$ cat src/rtl/lts_pkg.sv
// Shared types, constants and character-class helpers for the token scanner.
package lts_pkg;

    localparam int unsigned MAX_LEXEME_DEF = 32;

    // Keyword spellings, right-aligned, one byte per character
    localparam int unsigned KW_W  = 40;
    localparam int unsigned POS_W = 7;
    localparam logic [KW_W-1:0] KW_IF    = "if";
    localparam logic [KW_W-1:0] KW_ELSE  = "else";
    localparam logic [KW_W-1:0] KW_PRINT = "print";
    localparam logic [2:0] KW_IF_LEN    = 3'd2;
    localparam logic [2:0] KW_ELSE_LEN  = 3'd4;
    localparam logic [2:0] KW_PRINT_LEN = 3'd5;

    typedef enum logic [2:0] {
        KIND_NUMBER   = 3'd0,
        KIND_IDENT    = 3'd1,
        KIND_KEYWORD  = 3'd2,
        KIND_OPERATOR = 3'd3,
        KIND_SPECIAL  = 3'd4
    } kind_t;

    typedef struct packed {
        logic [7:0] in_byte;
        logic       end_of_line;
    } lts_in_t;

    typedef struct packed {
        logic [7:0] token_char;
        logic [2:0] token_kind;
        logic       last_of_token;
        logic       truncated;
    } lts_out_t;

    function automatic logic is_digit(input logic [7:0] c);
        return (c >= "0") && (c <= "9");
    endfunction

    function automatic logic is_alpha(input logic [7:0] c);
        return ((c >= "a") && (c <= "z")) || ((c >= "A") && (c <= "Z"));
    endfunction

    function automatic logic is_space(input logic [7:0] c);
        return (c == " ") || ((c >= 8'd9) && (c <= 8'd13));
    endfunction

    function automatic logic is_operator(input logic [7:0] c);
        return (c == "+") || (c == "-") || (c == "*") || (c == "/") ||
               (c == ":") || (c == "=") || (c == "<") || (c == ">");
    endfunction

    function automatic logic is_special(input logic [7:0] c);
        return (c == ".") || (c == ",") || (c == ";") || (c == "?") || (c == "/") ||
               (c == "|") || (c == "'") || (c == "-") || (c == "_") || (c == "(") ||
               (c == ")") || (c == "[") || (c == "]") || (c == "{") || (c == "}");
    endfunction

    // True when c is the keyword's character at position pos
    function automatic logic kw_step(input logic [KW_W-1:0] word, input logic [2:0] wlen,
                                     input logic [POS_W-1:0] pos, input logic [7:0] c);
        logic [KW_W-1:0] sh;
        sh = '0;
        if (POS_W'(wlen) <= pos) begin
            return 1'b0;
        end
        sh = word >> (8 * (POS_W'(wlen) - pos - POS_W'(1)));
        return sh[7:0] == c;
    endfunction

endpackage

$ cat src/rtl/lexical_token_scanner_core.sv
// Byte-stream tokenizer: sequencer around a lexeme buffer memory.
//
// Usage: one text byte per transfer on s_ (in_byte, end_of_line); one token
// character per transfer on m_, tagged with kind, last_of_token and truncated.
// A number, identifier or lone dot leaves when the byte after it arrives or
// when its line ends; an operator or special leaves right after its own byte.
// Sequence: a byte that extends, starts or skips a token is accepted, then
// scanned; end_of_line adds an EOL step. Ending a number or identifier
// replays the lexeme buffer at one character per cycle while the output is
// not stalled, then rescans the byte that ended it (no rescan at end of line).
// An operator or special is emitted from its own state after the scan; a lone
// dot is emitted, then the byte after it is rescanned.
// The lexeme buffer has a single read/write port; the sequencer never reads
// it while appending, so no forwarding is needed.
// Reset: the scanner returns to idle with an empty lexeme; buffer contents
// are not cleared, as only written entries are ever read back.
// Stall: results go through one output register; while it is full and
// m_ready is low, a state that emits holds and s_ready stays low until the
// transfer completes.
module lexical_token_scanner_core #(
    parameter int unsigned MAX_LEXEME = lts_pkg::MAX_LEXEME_DEF
) (
    input  logic              aclk,
    input  logic              aresetn,
    input  logic              s_valid,
    output logic              s_ready,
    input  lts_pkg::lts_in_t  s_data,
    output logic              m_valid,
    input  logic              m_ready,
    output lts_pkg::lts_out_t m_data
);
    import lts_pkg::*;

    localparam int unsigned AW = $clog2(MAX_LEXEME);
    localparam int unsigned LW = $clog2(MAX_LEXEME + 1);

    typedef enum logic [2:0] {
        S_IDLE, S_SCAN, S_SINGLE, S_EOL, S_DOT, S_FLUSH
    } state_t;

    typedef enum logic [1:0] {
        M_IDLE, M_NUM, M_IDENT, M_DOT
    } mode_t;

    state_t         state_reg;
    mode_t          mode_reg;
    logic [7:0]     c_reg;
    logic           eol_reg;
    logic           eol_phase_reg;
    logic [LW-1:0]  len_reg;
    logic           ovf_reg;
    logic           kw_if_reg;
    logic           kw_else_reg;
    logic           kw_print_reg;
    kind_t          kind_reg;
    logic [AW-1:0]  out_idx_reg;
    logic [7:0]     rd_data_reg;
    logic           m_valid_reg;
    lts_out_t       m_data_reg;

    logic [7:0]     lex_mem [MAX_LEXEME];

    logic           out_free;
    logic           emit;
    logic           c_digit;
    logic           c_dot;
    logic           c_word;
    logic           cont;
    logic           starter;
    logic           single;
    kind_t          single_kind;
    logic           do_append;
    logic           mem_we;
    logic           has_room;
    logic           in_token;
    logic           flush_start;
    logic           fl_last;
    logic           mem_re;
    logic [AW-1:0]  rd_addr;
    kind_t          flush_kind;

    assign out_free = !m_valid_reg || m_ready;
    assign emit     = out_free && ((state_reg == S_SINGLE) || (state_reg == S_DOT) ||
                                   (state_reg == S_FLUSH));
    assign s_ready  = (state_reg == S_IDLE);
    assign m_valid  = m_valid_reg;
    assign m_data   = m_data_reg;

    assign c_digit  = is_digit(c_reg);
    assign c_dot    = (c_reg == ".");
    assign c_word   = is_alpha(c_reg) || (c_reg == "_");
    assign starter  = c_digit || c_dot || c_word;
    assign single   = !starter && (is_operator(c_reg) || is_special(c_reg));
    assign single_kind = is_operator(c_reg) ? KIND_OPERATOR : KIND_SPECIAL;
    assign in_token = (mode_reg == M_NUM) || (mode_reg == M_IDENT);
    assign has_room = (len_reg < LW'(MAX_LEXEME));

    always_comb begin
        unique case (mode_reg)
            M_NUM:   cont = c_digit || c_dot;
            M_IDENT: cont = c_word || c_digit;
            M_DOT:   cont = c_digit;
            default: cont = 1'b0;
        endcase
    end

    assign do_append = (state_reg == S_SCAN) && (cont || ((mode_reg == M_IDLE) && starter));
    assign mem_we    = do_append && has_room;
    assign flush_start = in_token &&
                         (((state_reg == S_SCAN) && !do_append) || (state_reg == S_EOL));
    assign fl_last   = ((LW'(out_idx_reg) + LW'(1)) == len_reg);
    assign mem_re    = flush_start || ((state_reg == S_FLUSH) && out_free && !fl_last);
    assign rd_addr   = flush_start ? '0 : (out_idx_reg + AW'(1));

    always_comb begin
        flush_kind = KIND_IDENT;
        if (mode_reg == M_NUM) begin
            flush_kind = KIND_NUMBER;
        end else if (!ovf_reg &&
                     ((kw_if_reg && (len_reg == LW'(KW_IF_LEN))) ||
                      (kw_else_reg && (len_reg == LW'(KW_ELSE_LEN))) ||
                      (kw_print_reg && (len_reg == LW'(KW_PRINT_LEN))))) begin
            flush_kind = KIND_KEYWORD;
        end
    end

    // Lexeme buffer: one port, read data registered
    always_ff @(posedge aclk) begin
        if (mem_we) begin
            lex_mem[len_reg[AW-1:0]] <= c_reg;
        end
        if (mem_re) begin
            rd_data_reg <= lex_mem[rd_addr];
        end
    end

    always_ff @(posedge aclk) begin
        if (!aresetn) begin
            state_reg     <= S_IDLE;
            mode_reg      <= M_IDLE;
            eol_phase_reg <= 1'b0;
            len_reg       <= '0;
            ovf_reg       <= 1'b0;
            kw_if_reg     <= 1'b1;
            kw_else_reg   <= 1'b1;
            kw_print_reg  <= 1'b1;
            m_valid_reg   <= 1'b0;
        end else begin
            if (emit) begin
                m_valid_reg <= 1'b1;
            end else if (m_ready) begin
                m_valid_reg <= 1'b0;
            end
            unique case (state_reg)
                S_IDLE: begin
                    if (s_valid) begin
                        c_reg     <= s_data.in_byte;
                        eol_reg   <= s_data.end_of_line;
                        state_reg <= S_SCAN;
                    end
                end
                S_SCAN: begin
                    if (do_append) begin
                        if (has_room) begin
                            len_reg      <= len_reg + LW'(1);
                            kw_if_reg    <= kw_if_reg &
                                            kw_step(KW_IF, KW_IF_LEN, POS_W'(len_reg), c_reg);
                            kw_else_reg  <= kw_else_reg &
                                            kw_step(KW_ELSE, KW_ELSE_LEN, POS_W'(len_reg), c_reg);
                            kw_print_reg <= kw_print_reg &
                                            kw_step(KW_PRINT, KW_PRINT_LEN, POS_W'(len_reg), c_reg);
                        end else begin
                            ovf_reg <= 1'b1;
                        end
                        if ((mode_reg == M_IDLE) || (mode_reg == M_DOT)) begin
                            if (c_digit) begin
                                mode_reg <= M_NUM;
                            end else if (c_dot) begin
                                mode_reg <= M_DOT;
                            end else begin
                                mode_reg <= M_IDENT;
                            end
                        end
                        state_reg <= eol_reg ? S_EOL : S_IDLE;
                    end else if (in_token) begin
                        kind_reg      <= flush_kind;
                        out_idx_reg   <= '0;
                        eol_phase_reg <= 1'b0;
                        state_reg     <= S_FLUSH;
                    end else if (mode_reg == M_DOT) begin
                        eol_phase_reg <= 1'b0;
                        state_reg     <= S_DOT;
                    end else if (single) begin
                        state_reg <= S_SINGLE;
                    end else begin
                        // skip: whitespace or unknown byte, nothing open
                        state_reg <= S_IDLE;
                    end
                end
                S_SINGLE: begin
                    if (out_free) begin
                        m_data_reg.token_char    <= c_reg;
                        m_data_reg.token_kind    <= single_kind;
                        m_data_reg.last_of_token <= 1'b1;
                        m_data_reg.truncated     <= 1'b0;
                        state_reg                <= S_IDLE;
                    end
                end
                S_EOL: begin
                    eol_phase_reg <= 1'b1;
                    if (in_token) begin
                        kind_reg    <= flush_kind;
                        out_idx_reg <= '0;
                        state_reg   <= S_FLUSH;
                    end else if (mode_reg == M_DOT) begin
                        state_reg <= S_DOT;
                    end else begin
                        state_reg <= S_IDLE;
                    end
                end
                S_DOT: begin
                    if (out_free) begin
                        m_data_reg.token_char    <= ".";
                        m_data_reg.token_kind    <= KIND_SPECIAL;
                        m_data_reg.last_of_token <= 1'b1;
                        m_data_reg.truncated     <= 1'b0;
                        mode_reg                 <= M_IDLE;
                        len_reg                  <= '0;
                        ovf_reg                  <= 1'b0;
                        kw_if_reg                <= 1'b1;
                        kw_else_reg              <= 1'b1;
                        kw_print_reg             <= 1'b1;
                        // resume the held byte unless this was the line-end flush
                        state_reg                <= eol_phase_reg ? S_IDLE : S_SCAN;
                    end
                end
                S_FLUSH: begin
                    if (out_free) begin
                        m_data_reg.token_char    <= rd_data_reg;
                        m_data_reg.token_kind    <= kind_reg;
                        m_data_reg.last_of_token <= fl_last;
                        m_data_reg.truncated     <= ovf_reg;
                        if (fl_last) begin
                            mode_reg     <= M_IDLE;
                            len_reg      <= '0;
                            ovf_reg      <= 1'b0;
                            kw_if_reg    <= 1'b1;
                            kw_else_reg  <= 1'b1;
                            kw_print_reg <= 1'b1;
                            state_reg    <= eol_phase_reg ? S_IDLE : S_SCAN;
                        end else begin
                            out_idx_reg <= out_idx_reg + AW'(1);
                        end
                    end
                end
                default: begin
                    state_reg <= S_IDLE;
                end
            endcase
        end
    end

    a_no_write_in_replay: assert property (@(posedge aclk) disable iff (!aresetn)
        (state_reg == S_FLUSH) |-> !mem_we)
        else $error("lexeme buffer written during replay");

    a_len_bound: assert property (@(posedge aclk) disable iff (!aresetn)
        len_reg <= LW'(MAX_LEXEME))
        else $error("lexeme length past bound");

    a_ovf_full: assert property (@(posedge aclk) disable iff (!aresetn)
        ovf_reg |-> (len_reg == LW'(MAX_LEXEME)))
        else $error("overflow flagged with buffer not full");

    a_idle_empty: assert property (@(posedge aclk) disable iff (!aresetn)
        (mode_reg == M_IDLE) |-> ((len_reg == '0) && !ovf_reg))
        else $error("idle scanner holds a lexeme");

    a_replay_mode: assert property (@(posedge aclk) disable iff (!aresetn)
        (state_reg == S_FLUSH) |-> ((mode_reg == M_NUM) || (mode_reg == M_IDENT)))
        else $error("replay without an open number or identifier");

endmodule

$ cat config.mk
export PLATFORM = sky130hd
export DESIGN_NAME = lexical_token_scanner_core
export DESIGN_NICKNAME = d
export VERILOG_FILES = /design/src/rtl/lts_pkg.sv /design/src/rtl/lexical_token_scanner_core.sv
export SDC_FILE = /design/constraint.sdc
export NUM_CORES = 1
export LEC_CHECK = 0
export CAP_MARGIN = 40
export CORE_MARGIN = 2
export CORE_UTILIZATION = 35
export DETAILED_ROUTE_END_ITERATION = 6
export DONT_BUFFER_PORTS = 1
export PLACE_DENSITY = 0.47
export SLEW_MARGIN = 20
export SYNTH_ARGS = -nofsm -noshare
export SYNTH_HDL_FRONTEND = slang
export SYNTH_SLANG_ARGS = --single-unit
$ cat constraint.sdc
create_clock -name aclk -period 3.94 [get_ports aclk]
set_clock_uncertainty 0.2 [all_clocks]
set_input_delay 0.591 -clock aclk [delete_from_list [all_inputs] [get_ports aclk]]
set_output_delay 0.591 -clock aclk [all_outputs]
set_load 0.01 [all_outputs]
==> results.txt <==
----------------------------------------------------
[Critical path]
  Top fanout value on the critical path ... 11
  Category of the critical setup timing path ... reg2reg
  Critical Path RT ... 4.16 ns
  Arr. time, crit path ... 3.70 ns
  Internal reg-to-reg setup slack ... 0.46 ns
  Startpoint Class ... register
  Kind of capture point of the worst setup path ... register

[STA]
  Worst Tran Pin Value ... 0.763 ns
  Max-slew violations ... 0
  Number of setup violations in the final report ... 0
  Share of the cycle needed by the critical path after routing ... 88.4%
  Relative slew slack ... 48.8%
  Final Hold Fails ... 0
  Final critical path time including I/O delays and setup ... 3.48 ns
  FMAX ... 287 MHz
  Final total negative setup slack ... 0 ns
  Setup repair after global routing missed its margin ... no

[Clocking]
  Clock tree from TritonCTS ... done
  Htree depth ... 2
  Master cell of the clock root buffer ... clkbuf_16
  Number of buffers added to fix hold violations after cts ... 10
  Clock net sink count ... 310
  Maximum root-to-sink buffer count ... 3
  TritonCTS buffer count ... 36
  Post-CTS Setup Repair Bufs ... 0
  Clock-pin slew reported for the worst setup and hold paths after clock tree synthesis ... 0.06 ns
  Resized Gates After CTS ... 0
  Clock latency at the later pin of the worst-skew pair ... 0.53 ns

[Place]
  Post-detail-place hpwl ... 23800 um
  Global placement routability congestion ... 0.837
  Port Buffer Count ... 0

[Logic synthesis]
  Dominant synthesized flop cell ... edfxtp_1
  Flop and latch count out of synthesis ... 310
  Post-Synthesis Net Count ... 971
  Synth top area share ... 64.5%
  Synth async-reset ratio ... 0%
  Post-Syn Instances ... 940
  Average size of a mapped cell ... 14.5 um^2
  Number of synthesized flops with an enable pin ... 293
  Sequential share of the synthesized area ... 67.0%
  Number of unique standard cell types used by synthesis ... 76
  Mapped cell area ... 13600 um^2
  Warnings from Yosys ... 0
  Biggest area contributors in the synthesized netlist ... edfxtp_1 64%, mux4_2 6.6%, dfxtp_1 2.5%
  Dominant cell type by area after synthesis ... edfxtp_1

[Routing]
  Initial DRT Pass Iterations ... 5
  Count of vias placed by the detailed router ... 8271
  Remaining routing DRC violations ... 0
  Sum of routed wire length over all layers ... 36600 um
  Count of antenna-violating nets left after detailed routing ... 0
  Count of routing violations after the opening detailed-route iteration ... 597
  Mean number of vias per cell ... 5.36
  DR WL/cell ... 23.7 um

[Floorplan]
  Count of pins on the block boundary ... 28
  Height of the chip ... 201 um
  Initial standard-cell utilization of the core ... 35.4%
  Die Area ... 40600 um^2
  Core Footprint ... 38600 um^2
  Number of standard-cell rows in the floorplan ... 72
  Horizontal die dimension ... 201 um

[Finish]
  Fraction of layout instances using a drive strength above 1 ... 18.7%
  # diodes ... 0
  Final net count ... 1031
  Final core utilization ... 40.9%
  Area delta synth->final ... 15.6%
  Commonest cells after routing, fill and taps aside ... 293 x edfxtp_1, 87 x nand2_1, 85 x nor2_1, 67 x buf_4, 47 x o21ai_0
  Largest register FFs ... 256
  Most frequent standard cell in the layout excluding fill and tap cells ... edfxtp_1

[GRT]
  Initial antenna violation count ... 0
  Total routing usage reported by global routing ... 18.2%
  Vias in the first global route ... 8280
  Wire length of the first global-routing pass ... 55300 um
  Total gr overflow ... 0
  Maximum number of pins on one net before global-route repair ... 46

[Flow run]
  Number of max-cap violations ... 0

[Pwr]
  Worst IR Drop VDD ... 0.000323 V
  Leakage power ... 0.00523 uW
  Power density normalized to cell area ... 443 nW/um^2

[Hold path]
  Classification of the worst-slack hold path ... in2reg

[Outcome]
  Outcome ... finished clean

----------------------------------------------------
per-stage QoR:
step / total power, uW / setup slack [ns] / instance area, um^2 / cells / hold WS (ns)
finish: 6990 / 0.458 / 15800 / 1542 / 0.0396
global route: 7230 / 0.177 / 15800 / 1542 / 0.0574
CTS: 7080 / 0.505 / 15800 / 1542 / 0.0137
detailed placement: 3970 / 0.515 / 14600 / 1470 / 0.266
global placement: 3970 / 0.573 / 14600 / 1468 / 0.264
floorplan: 3870 / 0.642 / 13600 / 940 / 0.241
cell usage after synthesis (3+ instances only):
library cell / n
a211o_1: 5
a211oi_1: 7
a21boi_1: 3
a21o_1: 5
a21oi_1: 34
a221o_1: 10
a2bb2oi_1: 4
a31oi_1: 8
a32o_1: 8
a32oi_1: 10
a41oi_1: 3
and2_1: 3
and3_1: 12
buf_1: 3
buf_2: 16
buf_6: 4
clkbuf_1: 34
dfxtp_1: 17
edfxtp_1: 293
ha_1: 18
inv_1: 15
mux2_2: 16
mux2_4: 3
mux2i_1: 10
mux4_2: 40
nand2_1: 87
nand2b_1: 6
nand3_1: 21
nand4_1: 4
nand4b_1: 3
nor2_1: 85
nor2b_1: 10
nor3_1: 6
nor4_1: 3
o2111ai_1: 4
o211ai_1: 10
o21ai_0: 47
o21ai_1: 9
o221ai_1: 6
o31ai_1: 3
or3_1: 7
xnor2_1: 8
xor2_1: 3
final cells by class:
| type | count | area (um^2) |
|---|---|---|
| Tap cell | 518 | 648 |
| Inverter | 17 | 63.8 |
| Clock buffer | 47 | 985 |
| Clock inverter | 15 | 87.6 |
| Sequential cell | 310 | 9140 |
| Multi-Input combinational cell | 555 | 4200 |
| Fill cell | 3598 | 22800 |
| Timing Repair Buffer | 80 | 648 |
where the power goes:
group	internal (uW)	switching (uW)
logic	89.1	190
clock network	1760	1320
registers	3610	15.9
critical path: stages, from the launching register on:
cell	delay [ns]
dfxtp_1	0.54
inv_1	0.23
ha_1	0.48
nor2b_1	0.26
or3_1	0.32
nor4_1	0.62
nand3_1	0.15
a21oi_1	0.19
nor4_1	0.08
a221o_1	0.31
per-layer routing:
layer | routed length [um] | GRT usage (%) | share of wire, %
met1 | 16800 | 26.2 | 46
met2 | 16700 | 28.3 | 46
met3 | 1840 | 2.87 | 5.0
met4 | 1160 | 6.38 | 3.2
met5 | 0 | 0 | 0
cells by family (layout without fill, tap and decap cells):
kind of cell	after synthesis	count (layout)	synth area share [%]
DFF	310	310	67.0
and+or+nand+nor	257	257	8.60
AOI/OAI and AO/OA	199	199	10.5
buffers and inverters	75	159	2.46
muxes	70	70	9.07
adders and majority gates	18	18	1.65
xor gates and xnor gates	11	11	0.706
final timing paths:
kind,start,endpoint,cells after the start
max,len_reg[1],kw_if_reg,9
min,aresetn,len_reg[4],2
max reg2reg,len_reg[1],kw_if_reg,9
min reg2reg,eol_phase_reg,eol_phase_reg,2
(Power assumes the default switching activity.)
